## config.mk

```make
export PLATFORM = sky130hd
export DESIGN_NAME = usb_control_transfer_stager_unit
export DESIGN_NICKNAME = d
export VERILOG_FILES = /design/src/rtl/core/usbctl_pkg.sv /design/src/rtl/core/usb_control_transfer_stager_unit.sv
export SDC_FILE = /design/constraint.sdc
export NUM_CORES = 1
export LEC_CHECK = 0
export BUFFER_PORTS_ARGS = -buffer_cell sky130_fd_sc_hd__buf_2
export CAP_MARGIN = 20
export CORE_MARGIN = 2
export CORE_UTILIZATION = 40
export DETAILED_ROUTE_END_ITERATION = 16
export GPL_ROUTABILITY_DRIVEN = 0
export GPL_TIMING_DRIVEN = 1
export HOLD_SLACK_MARGIN = 0.08
export PLACE_DENSITY_LB_ADDON = 0.08
export SKIP_LAST_GASP = 1
export SLEW_MARGIN = 10
export SYNTH_ARGS = -nofsm -noshare
export SYNTH_HDL_FRONTEND = slang
export SYNTH_SLANG_ARGS = --single-unit
```

## constraint.sdc

```tcl
create_clock -name clk -period 4.6 [get_ports clk]
set_input_delay 1.15 -clock clk [delete_from_list [all_inputs] [get_ports clk]]
set_output_delay 1.15 -clock clk [all_outputs]
set_load 0.005 [all_outputs]
```

## src/rtl/core/usbctl_pkg.sv

```systemverilog
`timescale 1ns / 1ps

package usbctl_pkg;

    localparam int MAX_PACKET_DEF = 64;

    localparam int LEN_W   = 16;
    localparam int XFER_W  = 7;
    localparam int IN_TDATA_W  = 48;
    localparam int OUT_TDATA_W = 40;

    typedef enum logic [1:0] {
        CMD_RESET        = 2'd0,
        CMD_START_DATA   = 2'd1,
        CMD_START_STATUS = 2'd2,
        CMD_COMPLETE     = 2'd3
    } cmd_t;

    typedef enum logic [2:0] {
        ACT_NONE   = 3'd0,
        ACT_DATA   = 3'd1,
        ACT_STATUS = 3'd2,
        ACT_STALL  = 3'd3,
        ACT_ERROR  = 3'd4
    } action_t;

    typedef struct packed {
        cmd_t               cmd;
        logic               req_dir_in;
        logic [LEN_W-1:0]   req_length;
        logic [LEN_W-1:0]   avail_len;
        logic               ep_dir_in;
        logic [XFER_W-1:0]  xferred;
        logic               app_ok;
    } in_item_t;

    typedef struct packed {
        action_t            action;
        logic               out_dir_in;
        logic [XFER_W-1:0]  packet_len;
        logic [LEN_W-1:0]   packet_offset;
        logic [LEN_W-1:0]   copy_offset;
    } out_item_t;

endpackage

```

## src/rtl/core/usb_control_transfer_stager_unit.sv

```systemverilog
`timescale 1ns / 1ps
// Endpoint-0 control transfer stager: one result beat for every input beat.
// Registers: input register, then result register; an accepted beat passes
// through both before it leaves, and the result waits further while
// m_axis_tready is low; the transfer state updates as each beat advances.
// Throughput: one beat per cycle unless m_axis_tready stalls the result register.
// Reset: rst_n clears both pipeline valids and the transfer state at once.
module usb_control_transfer_stager_unit #(
    parameter int MAX_PACKET = usbctl_pkg::MAX_PACKET_DEF
) (
    input  logic                                clk,
    input  logic                                rst_n,
    input  logic                                s_axis_tvalid,
    output logic                                s_axis_tready,
    // [0] req_dir_in, [16:1] req_length, [32:17] avail_len, [33] ep_dir_in,
    // [40:34] xferred, [41] app_ok, [47:42] zero
    input  logic [usbctl_pkg::IN_TDATA_W-1:0]   s_axis_tdata,
    // [1:0] cmd
    input  logic [1:0]                          s_axis_tuser,
    output logic                                m_axis_tvalid,
    input  logic                                m_axis_tready,
    // [0] out_dir_in, [7:1] packet_len, [23:8] packet_offset,
    // [39:24] copy_offset
    output logic [usbctl_pkg::OUT_TDATA_W-1:0]  m_axis_tdata,
    // [2:0] action
    output logic [2:0]                          m_axis_tuser
);

    localparam int LW = usbctl_pkg::LEN_W;
    localparam int XW = usbctl_pkg::XFER_W;
    localparam logic [LW-1:0] MaxPkt16 = LW'(MAX_PACKET);
    localparam logic [XW-1:0] MaxPkt7  = XW'(MAX_PACKET);

    // Pipeline registers
    logic                 in_valid_reg;
    usbctl_pkg::in_item_t in_reg;
    logic                 out_valid_reg;
    usbctl_pkg::out_item_t out_reg;
    usbctl_pkg::out_item_t out_next;

    // Transfer state
    logic          dir_in_reg,       dir_in_next;
    logic [LW-1:0] setup_length_reg, setup_length_next;
    logic [LW-1:0] data_length_reg,  data_length_next;
    logic [LW-1:0] total_moved_reg,  total_moved_next;

    logic out_load;
    logic in_load;

    // Advance the input stage into the result register when the result
    // slot is free or is being drained this cycle.
    assign out_load      = in_valid_reg && (!out_valid_reg || m_axis_tready);
    assign s_axis_tready = !in_valid_reg || out_load;
    assign in_load       = s_axis_tvalid && s_axis_tready;

    always_ff @(posedge clk or negedge rst_n)
    begin
        if (!rst_n)
        begin
            in_valid_reg <= 1'b0;
        end
        else if (s_axis_tready)
        begin
            in_valid_reg <= s_axis_tvalid;
        end
    end

    // Unpack the beat into the input register
    always_ff @(posedge clk)
    begin
        if (in_load)
        begin
            in_reg.cmd        <= usbctl_pkg::cmd_t'(s_axis_tuser);
            in_reg.req_dir_in <= s_axis_tdata[0];
            in_reg.req_length <= s_axis_tdata[16:1];
            in_reg.avail_len  <= s_axis_tdata[32:17];
            in_reg.ep_dir_in  <= s_axis_tdata[33];
            in_reg.xferred    <= s_axis_tdata[40:34];
            in_reg.app_ok     <= s_axis_tdata[41];
        end
    end

    // Stage logic: state update and result for the item in the input register
    logic [LW-1:0] start_len;
    logic [LW:0]   sum_wide;
    logic [LW-1:0] total_sat;
    logic [LW-1:0] rem_total;
    logic [LW-1:0] rem_len;
    logic [XW-1:0] pkt_len;
    logic [LW-1:0] coff;
    logic          stage_end;

    always_comb
    begin
        start_len = (in_reg.avail_len < in_reg.req_length) ?
                    in_reg.avail_len : in_reg.req_length;
        sum_wide  = {1'b0, total_moved_reg} + (LW+1)'(in_reg.xferred);
        // Saturate the running total
        total_sat = sum_wide[LW] ? {LW{1'b1}} : sum_wide[LW-1:0];
        coff      = dir_in_reg ? '0 : total_moved_reg;
        stage_end = (setup_length_reg == total_sat) || (in_reg.xferred < MaxPkt7);

        // Total after this item: the updated total on a completion, zero on any other command
        if (in_reg.cmd == usbctl_pkg::CMD_COMPLETE)
        begin
            rem_total = total_sat;
        end
        else
        begin
            rem_total = '0;
        end

        // Remaining length clamps at zero; length of next packet caps at max
        if (in_reg.cmd == usbctl_pkg::CMD_START_DATA)
        begin
            rem_len = start_len;
        end
        else
        begin
            rem_len = (data_length_reg > rem_total) ? data_length_reg - rem_total : '0;
        end
        pkt_len = (rem_len < MaxPkt16) ? rem_len[XW-1:0] : MaxPkt7;
    end

    always_comb
    begin
        dir_in_next       = dir_in_reg;
        setup_length_next = setup_length_reg;
        data_length_next  = data_length_reg;
        total_moved_next  = total_moved_reg;
        out_next          = '0;
        out_next.action   = usbctl_pkg::ACT_NONE;

        case (in_reg.cmd)
            usbctl_pkg::CMD_RESET:
            begin
                dir_in_next       = 1'b0;
                setup_length_next = '0;
                data_length_next  = '0;
                total_moved_next  = '0;
            end
            usbctl_pkg::CMD_START_DATA:
            begin
                dir_in_next       = in_reg.req_dir_in;
                setup_length_next = in_reg.req_length;
                data_length_next  = start_len;
                total_moved_next  = '0;
                if (start_len != '0)
                begin
                    out_next.action     = usbctl_pkg::ACT_DATA;
                    out_next.out_dir_in = in_reg.req_dir_in;
                    out_next.packet_len = pkt_len;
                end
                else
                begin
                    out_next.action     = usbctl_pkg::ACT_STATUS;
                    out_next.out_dir_in = !in_reg.req_dir_in;
                end
            end
            usbctl_pkg::CMD_START_STATUS:
            begin
                dir_in_next         = in_reg.req_dir_in;
                setup_length_next   = in_reg.req_length;
                data_length_next    = '0;
                total_moved_next    = '0;
                out_next.action     = usbctl_pkg::ACT_STATUS;
                out_next.out_dir_in = !in_reg.req_dir_in;
            end
            usbctl_pkg::CMD_COMPLETE:
            begin
                if (in_reg.ep_dir_in != dir_in_reg)
                begin
                    // Status stage done: any payload here is a protocol error
                    out_next.action = (in_reg.xferred == '0) ?
                                      usbctl_pkg::ACT_NONE : usbctl_pkg::ACT_ERROR;
                end
                else
                begin
                    total_moved_next     = total_sat;
                    out_next.copy_offset = coff;
                    if (stage_end)
                    begin
                        if (in_reg.app_ok)
                        begin
                            out_next.action     = usbctl_pkg::ACT_STATUS;
                            out_next.out_dir_in = !dir_in_reg;
                        end
                        else
                        begin
                            out_next.action = usbctl_pkg::ACT_STALL;
                        end
                    end
                    else
                    begin
                        out_next.action        = usbctl_pkg::ACT_DATA;
                        out_next.out_dir_in    = dir_in_reg;
                        out_next.packet_len    = pkt_len;
                        out_next.packet_offset = total_sat;
                    end
                end
            end
            default:
            begin
                out_next.action = usbctl_pkg::ACT_NONE;
            end
        endcase
    end

    // Transfer state advances only as items leave the input register
    always_ff @(posedge clk or negedge rst_n)
    begin
        if (!rst_n)
        begin
            dir_in_reg       <= 1'b0;
            setup_length_reg <= '0;
            data_length_reg  <= '0;
            total_moved_reg  <= '0;
        end
        else if (out_load)
        begin
            dir_in_reg       <= dir_in_next;
            setup_length_reg <= setup_length_next;
            data_length_reg  <= data_length_next;
            total_moved_reg  <= total_moved_next;
        end
    end

    // Result register: hold while the sink stalls
    always_ff @(posedge clk or negedge rst_n)
    begin
        if (!rst_n)
        begin
            out_valid_reg <= 1'b0;
        end
        else if (!out_valid_reg || m_axis_tready)
        begin
            out_valid_reg <= in_valid_reg;
        end
    end

    always_ff @(posedge clk)
    begin
        if (out_load)
        begin
            out_reg <= out_next;
        end
    end

    assign m_axis_tvalid = out_valid_reg;
    assign m_axis_tuser  = out_reg.action;
    assign m_axis_tdata  = {out_reg.copy_offset, out_reg.packet_offset,
                            out_reg.packet_len, out_reg.out_dir_in};

    // A data packet never exceeds the max packet size
    a_pkt_len_cap: assert property (@(posedge clk) disable iff (!rst_n)
        (m_axis_tvalid && m_axis_tuser == usbctl_pkg::ACT_DATA)
        |-> (m_axis_tdata[7:1] <= MaxPkt7))
        else $error("packet_len above max packet size");

    // Only data beats carry a packet length or packet offset
    a_pkt_only_data: assert property (@(posedge clk) disable iff (!rst_n)
        (m_axis_tvalid && m_axis_tuser != usbctl_pkg::ACT_DATA)
        |-> (m_axis_tdata[23:1] == '0))
        else $error("packet fields set on a non-data beat");

    // No direction on none, stall or error beats
    a_dir_unused: assert property (@(posedge clk) disable iff (!rst_n)
        (m_axis_tvalid && (m_axis_tuser == usbctl_pkg::ACT_NONE ||
                           m_axis_tuser == usbctl_pkg::ACT_STALL ||
                           m_axis_tuser == usbctl_pkg::ACT_ERROR))
        |-> !m_axis_tdata[0])
        else $error("direction set on a beat that queues nothing");

    // A reset command clears the transfer state as it passes
    a_reset_clears: assert property (@(posedge clk) disable iff (!rst_n)
        (out_load && in_reg.cmd == usbctl_pkg::CMD_RESET)
        |=> (total_moved_reg == '0 && data_length_reg == '0 &&
             setup_length_reg == '0 && !dir_in_reg))
        else $error("reset command left transfer state behind");

endmodule

```

**Yosys cells after proc, flatten, opt, wreduce, memory -nomap -nowiden**

Index checks and enable logic that the tools add are counted.

- Output and inout bits: 45
- Register bits: 138
- Word-level logic and storage cells: 76

- Reduce and logical (&&, ||, !) cells: 22
- $lt $le $gt $ge: 4
- Add/subtract/negate cells: 2
- Bitwise logic cells: 1
- Mux-type cells: 23
- Eq/ne operators: 6

Operators by type and width:

| kind | count |
|---|---|
| 2-to-1 mux 16 bit | 7 |
| one-hot mux 16 bit (2 select lines) | 3 |
| 2-to-1 mux 40 bit | 1 |
| 2-to-1 mux 23 bit | 1 |
| adder 16 x 7 -> 17 bit | 1 |
| equality test 16 bit | 1 |
| > comparator 16 bit | 1 |
| less-than comparator 16 bit | 1 |
| less-than comparator 16 x 7 -> 1 bit (second input constant) | 1 |
| nonzero test 16 bit | 1 |
| subtractor 16 bit | 1 |
| 2-to-1 mux 7 bit | 2 |
| one-hot mux 7 bit (2 select lines) | 1 |
| 2-to-1 mux 3 bit | 4 |
| one-hot mux 4 bit (3 select lines) | 1 |
| OR reduction 3 bit | 3 |
| zero test 7 bit | 1 |
| less-than comparator 7 bit (second input constant) | 1 |
| AND reduction 2 bit | 3 |
| equality test 2 bit (second input constant) | 2 |
| zero test 1 bit | 4 |
| nonzero test 2 bit | 2 |
| OR reduction 2 bit | 2 |
| logical OR 1 bit | 3 |
| 8 further kinds | 10 |

**Depth between registers and ports, before layout**

Gate-level depths: netlist (run 1).

- Depth in word-level cells: 11
- Mapped depth: 18

**Worst setup path after synthesis (run 1)**

No wires, ideal clock.

- Kind: reg2reg
- From: register in_reg[1] (netlist bit)
- To: register out_reg (netlist bit m_axis_tdata[1]) (data pin)
- Slack: -0.069 ns
- Setup time: 0.168 ns
- Stages on the path, launching flop included: 19
- Buffers on the path: 0
- Arrival time: 4.501 ns
- Period minus slack after synthesis: 4.669 ns
- Cells stage by stage: edfxtp_1 ha_1 fa_1 a211oi_2 o211a_4 nor3_4 nor2_1 nor2_1 ha_1 fa_1 nor2b_1 o21ai_0 a21boi_1 o221ai_1 a21oi_1 o21ai_0 a2111oi_1 a2bb2oi_1 a211oi_1

RTL lines:

| item | RTL line | RTL |
|---|---|---|
| from (decl) | usb_control_transfer_stager_unit.sv:36 | `usbctl_pkg::in_item_t in_reg;` |
| to (signal assigned) | usb_control_transfer_stager_unit.sv:245 | `out_reg <= out_next;` |
| to (decl) | usb_control_transfer_stager_unit.sv:38 | `usbctl_pkg::out_item_t out_reg;` |

==> results of run 1 <==
[per-layer routing]
metal  vias to the layer above  share of wire, %
met5                         -                 0
met4                         0               2.6
met3                        43               4.0
met2                       194                49
met1                      3040                45
li1                       3052                 -
[power groups by stage]
stage | combinational [mW] | sequential [mW] | clock [mW]
global placement | 1.05 | 1.56 | 0
floorplan | 0.709 | 1.54 | 0
global route | 1.29 | 1.56 | 1.53
finish | 1.17 | 1.55 | 1.46
CTS | 1.09 | 1.54 | 1.47
detailed placement | 1.08 | 1.57 | 0
[tightest hold or removal path, cell delays in order (launching register included)]
cell and delay [ns]:
dfrtp_1 0.35, nand2_1 0.05, o21ai_0 0.06
[cells in the final DEF, fill, tap and decap left out, types with 5 or more instances in the layout]
| master | n |
|---|---|
| a211oi_1 | 6 |
| a211oi_2 | 6 |
| a21o_1 | 10 |
| a21oi_1 | 28 |
| a2bb2oi_1 | 6 |
| and2_1 | 5 |
| and3_1 | 18 |
| buf_2 | 92 |
| buf_4 | 66 |
| clkbuf_16 | 17 |
| dfrtp_1 | 50 |
| edfxtp_1 | 87 |
| ha_1 | 39 |
| inv_1 | 42 |
| mux2i_1 | 21 |
| nand2_1 | 90 |
| nand2b_1 | 7 |
| nand3_1 | 14 |
| nand4_1 | 12 |
| nor2_1 | 41 |
| nor2b_1 | 5 |
| nor3_1 | 8 |
| nor3b_1 | 5 |
| nor4_1 | 8 |
| o211ai_1 | 6 |
| o21ai_0 | 71 |
| o22ai_1 | 9 |
| or3_1 | 6 |
| xnor2_1 | 11 |
| xor2_1 | 9 |
[kinds of logic (layout without fill, tap and decap cells)]
group                    count (synthesis)  count (layout)  synth area share, %
XOR/XNOR                                24              24                 3.26
AO/OA/AOI/OAI                          196             196                 17.0
AND/OR/NAND/NOR                        244             244                 15.7
flip-flops                             138             138                 49.9
multiplexers                            23              23                 3.13
buffers and inverters                   73             234                 3.60
adder cells (fa/ha/maj)                 45              45                 7.42
[metrics by stage]
| step | hold slack, ns | area (sq um) | setup TNS, ns | utilization [%] | std cells |
|---|---|---|---|---|---|
| after CTS | 0.498 | 9530 | 0 | 49.4 | 1158 |
| final | 0.489 | 9740 | 0 | 50.5 | 1169 |
| after detailed placement | 0.482 | 8890 | -0.419 | 46.1 | 1125 |
| after global routing | 0.518 | 9740 | -0.0980 | 50.5 | 1169 |
| after global placement | 0.468 | 8890 | -0.0630 | 46.1 | 1125 |
| after floorplan | 0.450 | 7800 | 0 | - | 743 |
[layout make-up]
cell class	count	area (sq um)	area share, %
tap	265	332	3.40
sequential	138	3890	39.9
multi-input combinational	532	3770	38.7
inverter	43	161	1.66
clock inverter	13	174	1.79
clock buffer	19	443	4.55
timing repair buffer	159	967	9.93
[repair_timing]
action                                  in CTS  in global routing
setup buffers                                1                 11
pin swaps                                    6                 10
endpoints found under the setup margin       7                  7
gates resized for setup                      5                 28
[how the worst max path moves through the flow]
stage          startpoint              end  slack, ns  depth (start not counted)
5_1_grt         in_reg[1]  m_axis_tdata[5]      -0.04                         20
6_report        in_reg[1]  m_axis_tdata[4]       0.17                         16
3_3_place_gp    in_reg[1]  m_axis_tdata[4]      -0.02                         20
4_1_cts         in_reg[1]  m_axis_tdata[4]       0.01                         20
3_5_place_dp    in_reg[1]  m_axis_tdata[4]      -0.10                         20
2_1_floorplan   in_reg[1]  m_axis_tdata[1]       0.13                         18
==> metrics.md, run 1 <==
| Metric | Value |
|---|---|
| Worst r2r src | `in_reg[1]` |
| Total power | `4.18 mW` |
| Worst Hold Depth | `2` |
| Met1 Usage GRT | `27.0%` |
| Largest register FFs | `44` |
| Drt wl/cell | `17.8 microns` |
| EDFF count, synth | `87` |
| Comb power frac | `28.1%` |
| Worst VDD drop | `0.317 mV` |
| Syn_area_per_cell | `10.5 sq um` |
| Std-Cell Rows | `51` |
| Top-area cell type share of the netlist area | `33.5%` |
| Fin crit period | `4.43 ns` |
| Critical Path Max Stage Delay | `0.51 ns` |
| Clk_lat worst skew | `0.44 ns` |
| Hold_sp | `data_length_reg[8]` |
| Leak Pwr | `4.24 nW` |
| Clock network power share | `34.9%` |
| Worst path most repeated cell | `buf_4` |
| Synthesized Nets | `842` |
| Flop pwr share | `37.0%` |
| Status | `finished clean` |
| ANT nets after route | `0` |
| Die extent in x | `144 microns` |
| Layout area overhead | `24.9%` |
| CTS sink cnt | `138` |
| Worst Setup End Kind | `flip-flop` |
| Num CTS Buffers | `17` |
| Critical path's slowest cell | `or4_1` |
| Most frequent cell after synthesis | `nand2_1` |
| Clk_skew | `0.00914 ns` |
| Power Density | `429 mW/mm^2` |
| Post-synthesis cell area | `0.00779 sq mm` |
| Sw Pwr | `1.28 mW` |
| Top FF cell, synth | `edfxtp_1` |
| Cell Chain, Critical Path | `ha_2, fa_2, a211oi_4, buf_4, o211ai_1, and4_1, or3_4, ha_1, nand4_1, buf_4, or4_1, nor2_1, a2111oi_4, buf_4, a2bb2oi_1, a211oi_2` |
| Chip height | `144 microns` |
| Worst-path maximum fanout | `6` |
| Die area | `0.0206 sq mm` |
| Worst slew margin | `33.0%` |
| Switching power share of the total | `30.7%` |
| Hold_buf cts | `0` |
| # setup viols final | `0` |
| R2R Path End | `m_axis_tdata[4]` |
| Commonest cells in the netlist | `nand2_1 (90), edfxtp_1 (87), o21ai_0 (75)` |
| Hold WC Path Type | `reg2reg` |
| CTS tree | `yes` |
| Post-route DRC | `0` |
| Slew @ Worst Pin | `1.00 ns` |
| Fill cells | `1,838` |
| P_int | `2.89 mW` |
| Period utilization | `96.4%` |
| Initial antenna violation count | `0` |
| Top post-synthesis cells by area | `edfxtp_1 (34%), dfrtp_1 (16%), ha_1 (6.9%)` |
| Hold Fails Final Rpt | `0` |
| Clock-pin slew on the worst setup and hold paths | `0.06 ns` |
| Htree depth | `4` |
| Starting density of the core | `40.4%` |
| Worst Setup Start Kind | `flip-flop` |
| Arrival time at the worst endpoint | `4.61 ns` |
| Mapped Cells | `743` |
| Placement Setup Slack | `-0.102 ns` |
| Total track usage | `21.0%` |
| R2R cell count | `16` |
| # port buffers | `92` |
| Cell taking the most area after synthesis | `edfxtp_1` |
| Busiest grt layer | `met2` |
| GRT met3 Usage | `3.33%` |
| Worst Path Buf+Inv | `3` |
| Final Worst Setup Slack | `0.166 ns` |
| Vias | `6,329` |
| Ant. Diodes | `0` |
| Core Footprint | `0.0193 sq mm` |
| #FFs+latches synth | `138` |
| R2R Setup Slk | `0.17 ns` |
| Drt pass-1 iters | `7` |
| Max Slew Vio Count | `0` |
| Vias per inst | `5.41` |
| Post-DP HPWL | `15.5 mm` |
| Nets | `990` |
| Crit Path Category | `reg2reg` |
| Achievable Freq | `226 MHz` |
| Share of post-route cells with drive strength above 1 | `26.1%` |
| Final wirelength | `20.8 mm` |
| Top Ports | `99` |
| Max-Cap Viols | `0` |
| Data required, critical path | `4.77 ns` |
| Yosys warnings | `0` |
| CP delay by family, top | `simple AND/OR/NAND/NOR gates` |
| Routing usage on met2 | `35.6%` |
| Synth unique cells | `78` |
| Hold endpoint | `data_length_reg[8]` |
| Iter 0 DRT Violations | `714` |
| Total gr overflow | `0` |
| Clock root cell | `clkbuf_16` |
| Post-synth ARST share | `37.0%` |
| Vias in the first global route | `6,254` |
| Pin count of the biggest net entering global routing | `52` |
| Sequential share of the synthesized area | `49.9%` |
| Deepest clock path buffer count | `2` |
| First-pass GRT wire length | `32.7 mm` |
Note: power is estimated with default switching activity, not from simulation.
==> inputs of run 2 (changes only) <==
--- a/config.mk
+++ b/config.mk
@@ -8,12 +8,13 @@
 export BUFFER_PORTS_ARGS = -buffer_cell sky130_fd_sc_hd__buf_2
 export CAP_MARGIN = 20
 export CORE_MARGIN = 2
-export CORE_UTILIZATION = 40
+export CORE_UTILIZATION = 37
 export DETAILED_ROUTE_END_ITERATION = 16
 export GPL_ROUTABILITY_DRIVEN = 0
 export GPL_TIMING_DRIVEN = 1
 export HOLD_SLACK_MARGIN = 0.08
 export PLACE_DENSITY_LB_ADDON = 0.08
+export REMOVE_ABC_BUFFERS = 1
 export SKIP_LAST_GASP = 1
 export SLEW_MARGIN = 10
 export SYNTH_ARGS = -nofsm -noshare
==> run 2 against run 1 <==
Fmax is 1.3% lower; register-to-register slack worse by 0.06 ns; sequential power hardly changed; routed wire length is 0.81% lower; sequential cell count stayed put; combinational power hardly changed; count of clock-buffer cells in the layout is 1 lower; sequential share of layout area is 0.37 points higher; global-route usage is 1.9 points lower; setup slack worse by 0.060 ns; power is 2.6% lower.
==> metrics.md, run 2 (same netlist as run 1, synthesis figures left out) <==
| Metric | Value |
|---|---|
| Clock root cell | `clkbuf_16` |
| Max-Cap Viols | `0 (unchanged)` |
| Post-route setup TNS | `0 ns (unchanged)` |
| Hold Fails Final Rpt | `0 (unchanged)` |
| Top Ports | `99 (unchanged)` |
| Power Density | `422 mW/mm^2 (-1.7%)` |
| Arrival time at the worst endpoint | `4.74 ns (+0.13 ns)` |
| CTS sink cnt | `138 (unchanged)` |
| Total track usage | `19.2% (-1.9 points)` |
| Core Footprint | `0.0208 sq mm (+8.1%)` |
| R2R cell count | `20 (+4)` |
| Clk_lat worst skew | `0.43 ns (about the same)` |
| R2R Path End | `m_axis_tdata[3]` |
| Busiest grt layer | `met2` |
| # setup viols final | `0 (unchanged)` |
| Period utilization | `97.7% (+1.3 points)` |
| Worst Setup Start Kind | `flip-flop` |
| Num CTS Buffers | `17 (unchanged)` |
| Nets | `982 (-0.81%)` |
| Fill cells | `1,998 (+8.7%)` |
| Max Slew Vio Count | `0 (unchanged)` |
| Die area | `0.0222 sq mm (+7.9%)` |
| Hold endpoint | `data_length_reg[13]` |
| Fin crit period | `4.49 ns (+0.0599 ns)` |
| Htree depth | `4 (unchanged)` |
| Iter 0 DRT Violations | `432 (-39%)` |
| CTS tree | `yes` |
| Slew @ Worst Pin | `1.04 ns (+0.0329 ns)` |
| # port buffers | `92 (unchanged)` |
| Worst Hold Depth | `2 (unchanged)` |
| Worst slew margin | `30.6% (-2.5 points)` |
| Initial antenna violation count | `0 (unchanged)` |
| Drt pass-1 iters | `6 (-1)` |
| Std-Cell Rows | `53 (+3.9%)` |
| Drt wl/cell | `17.6 microns (-0.98%)` |
| Clk_skew | `0.00832 ns (-0.000823 ns)` |
| Most frequent cells in the layout | `buf_2 (92), nand2_1 (90), edfxtp_1 (87), o21ai_0 (67), buf_4 (58)` |
| Ant. Diodes | `0 (unchanged)` |
| Deepest clock path buffer count | `2 (unchanged)` |
| Largest register FFs | `44 (unchanged)` |
| Hold WC Path Type | `reg2reg` |
| Final Worst Setup Slack | `0.106 ns (-0.0599 ns)` |
| Final wirelength | `20.7 mm (-0.81%)` |
| Met1 Usage GRT | `25.8% (-1.1 points)` |
| Worst VDD drop | `0.288 mV (-9.2%)` |
| R2R Setup Slk | `0.11 ns (-0.06 ns)` |
| Fin cells | `1,171 (+0.17%)` |
| Starting density of the core | `37.4% (-3.0 points)` |
| Layout area overhead | `23.7%` |
| Vias in the first global route | `6,167 (-1.4%)` |
| Post-DP HPWL | `15.7 mm (+1.6%)` |
| GRT met3 Usage | `3.12% (-0.21 points)` |
| Vias | `6,264 (-1.0%)` |
| Die extent in x | `149 microns (+3.9%)` |
| First-pass GRT wire length | `32.7 mm (about the same)` |
| Placed instance count | `1,135 (+0.89%)` |
| Chip height | `149 microns (+3.9%)` |
| Worst-path maximum fanout | `7 (+1)` |
| Status | `finished clean` |
| Routing usage on met2 | `31.8% (-3.8 points)` |
| Hold_buf cts | `0 (unchanged)` |
| Share of post-route cells with drive strength above 1 | `25.7% (-0.44 points)` |
| ANT nets after route | `0 (unchanged)` |
| Commonest non-fill, non-tap cell in the layout | `buf_2` |
| Pin count of the biggest net entering global routing | `51 (-1.9%)` |
| Data required, critical path | `4.84 ns (+0.07 ns)` |
| Hold_sp | `data_length_reg[13]` |
| Worst r2r src | `in_reg[1]` |
| Total gr overflow | `0 (unchanged)` |
| Crit Path Category | `reg2reg` |
| Clock-pin slew on the worst setup and hold paths | `0.06 ns (about the same)` |
| Placement Setup Slack | `-0.171 ns (-0.0691 ns)` |
| Achievable Freq | `223 MHz (-1.3%)` |
| Worst Setup End Kind | `flip-flop` |
| Leak Pwr | `4.21 nW (-0.81%)` |
| Hold WS | `0.493 ns (+0.00343 ns)` |
| Post-route DRC | `0 (unchanged)` |
| Vias per inst | `5.35 (-1.2%)` |
-- run 2: worst max-delay path, stage by stage, from the launching register on --
cell and delay, ns:
edfxtp_1 0.43, ha_4 0.19, fa_2 0.38, a211oi_4 0.30
o211a_4 0.20, nor3_4 0.05, nor2_2 0.16, nor2_2 0.07
ha_2 0.22, fa_2 0.36, nor2b_2 0.13, o21ai_2 0.08
a21boi_2 0.23, buf_4 0.15, o22ai_2 0.09, buf_4 0.15
o31ai_1 0.22, and4_1 0.23, nand4_1 0.20, buf_6 0.21
a211oi_1 0.25
-- run 2: final cells by class --
class                           count  area, sq um  share of cell area (%)
Clock buffer                       18          439                    4.55
Clock inverter                     14          146                    1.52
Inverter                           43          161                    1.67
Multi-Input combinational cell    532         3760                    39.0
Sequential cell                   138         3890                    40.3
Tap cell                          275          344                    3.57
Timing Repair Buffer              151          907                    9.40
-- run 2: per-stage QoR --
step / total power [mW] / area [sq um] / util, %
after floorplan: 2.24 / 7680 / -
after global placement: 2.62 / 8900 / 42.7
after detailed placement: 2.65 / 8900 / 42.7
after CTS: 4.03 / 9500 / 45.6
after global routing: 4.29 / 9650 / 46.3
final: 4.07 / 9650 / 46.3
-- run 2: power by group --
part           internal (mW)  switching (mW)  total, mW
Sequential              1.45          0.0936       1.55
Combinational          0.516           0.647       1.16
Clock                  0.814           0.543       1.36
Total                   2.78            1.28       4.07
-- run 2: worst max path at each step --
stage                         start              end  slack (ns)  cells after the start
after detailed placement  in_reg[1]  m_axis_tdata[2]       -0.17                     19
final                     in_reg[1]  m_axis_tdata[3]        0.11                     20
after global routing      in_reg[2]  m_axis_tdata[2]       -0.03                     17
after global placement    in_reg[1]  m_axis_tdata[1]       -0.07                     19
after floorplan           in_reg[1]  m_axis_tdata[1]        -0.1                     18
after CTS                 in_reg[1]  m_axis_tdata[2]       0.004                     19
-- run 2: per-layer routing --
metal | wire, microns | vias to the layer above
met2 | 10000 | 207
met4 | 431 | 0
li1 | - | 3026
met1 | 9290 | 2986
met5 | 0 | -
met3 | 922 | 45
-- run 2: what timing repair did --
action,4_1_cts,5_1_grt
resized for setup,3,32
setup buffers,0,4
pin swaps,3,13
endpoints found under the setup margin,7,7
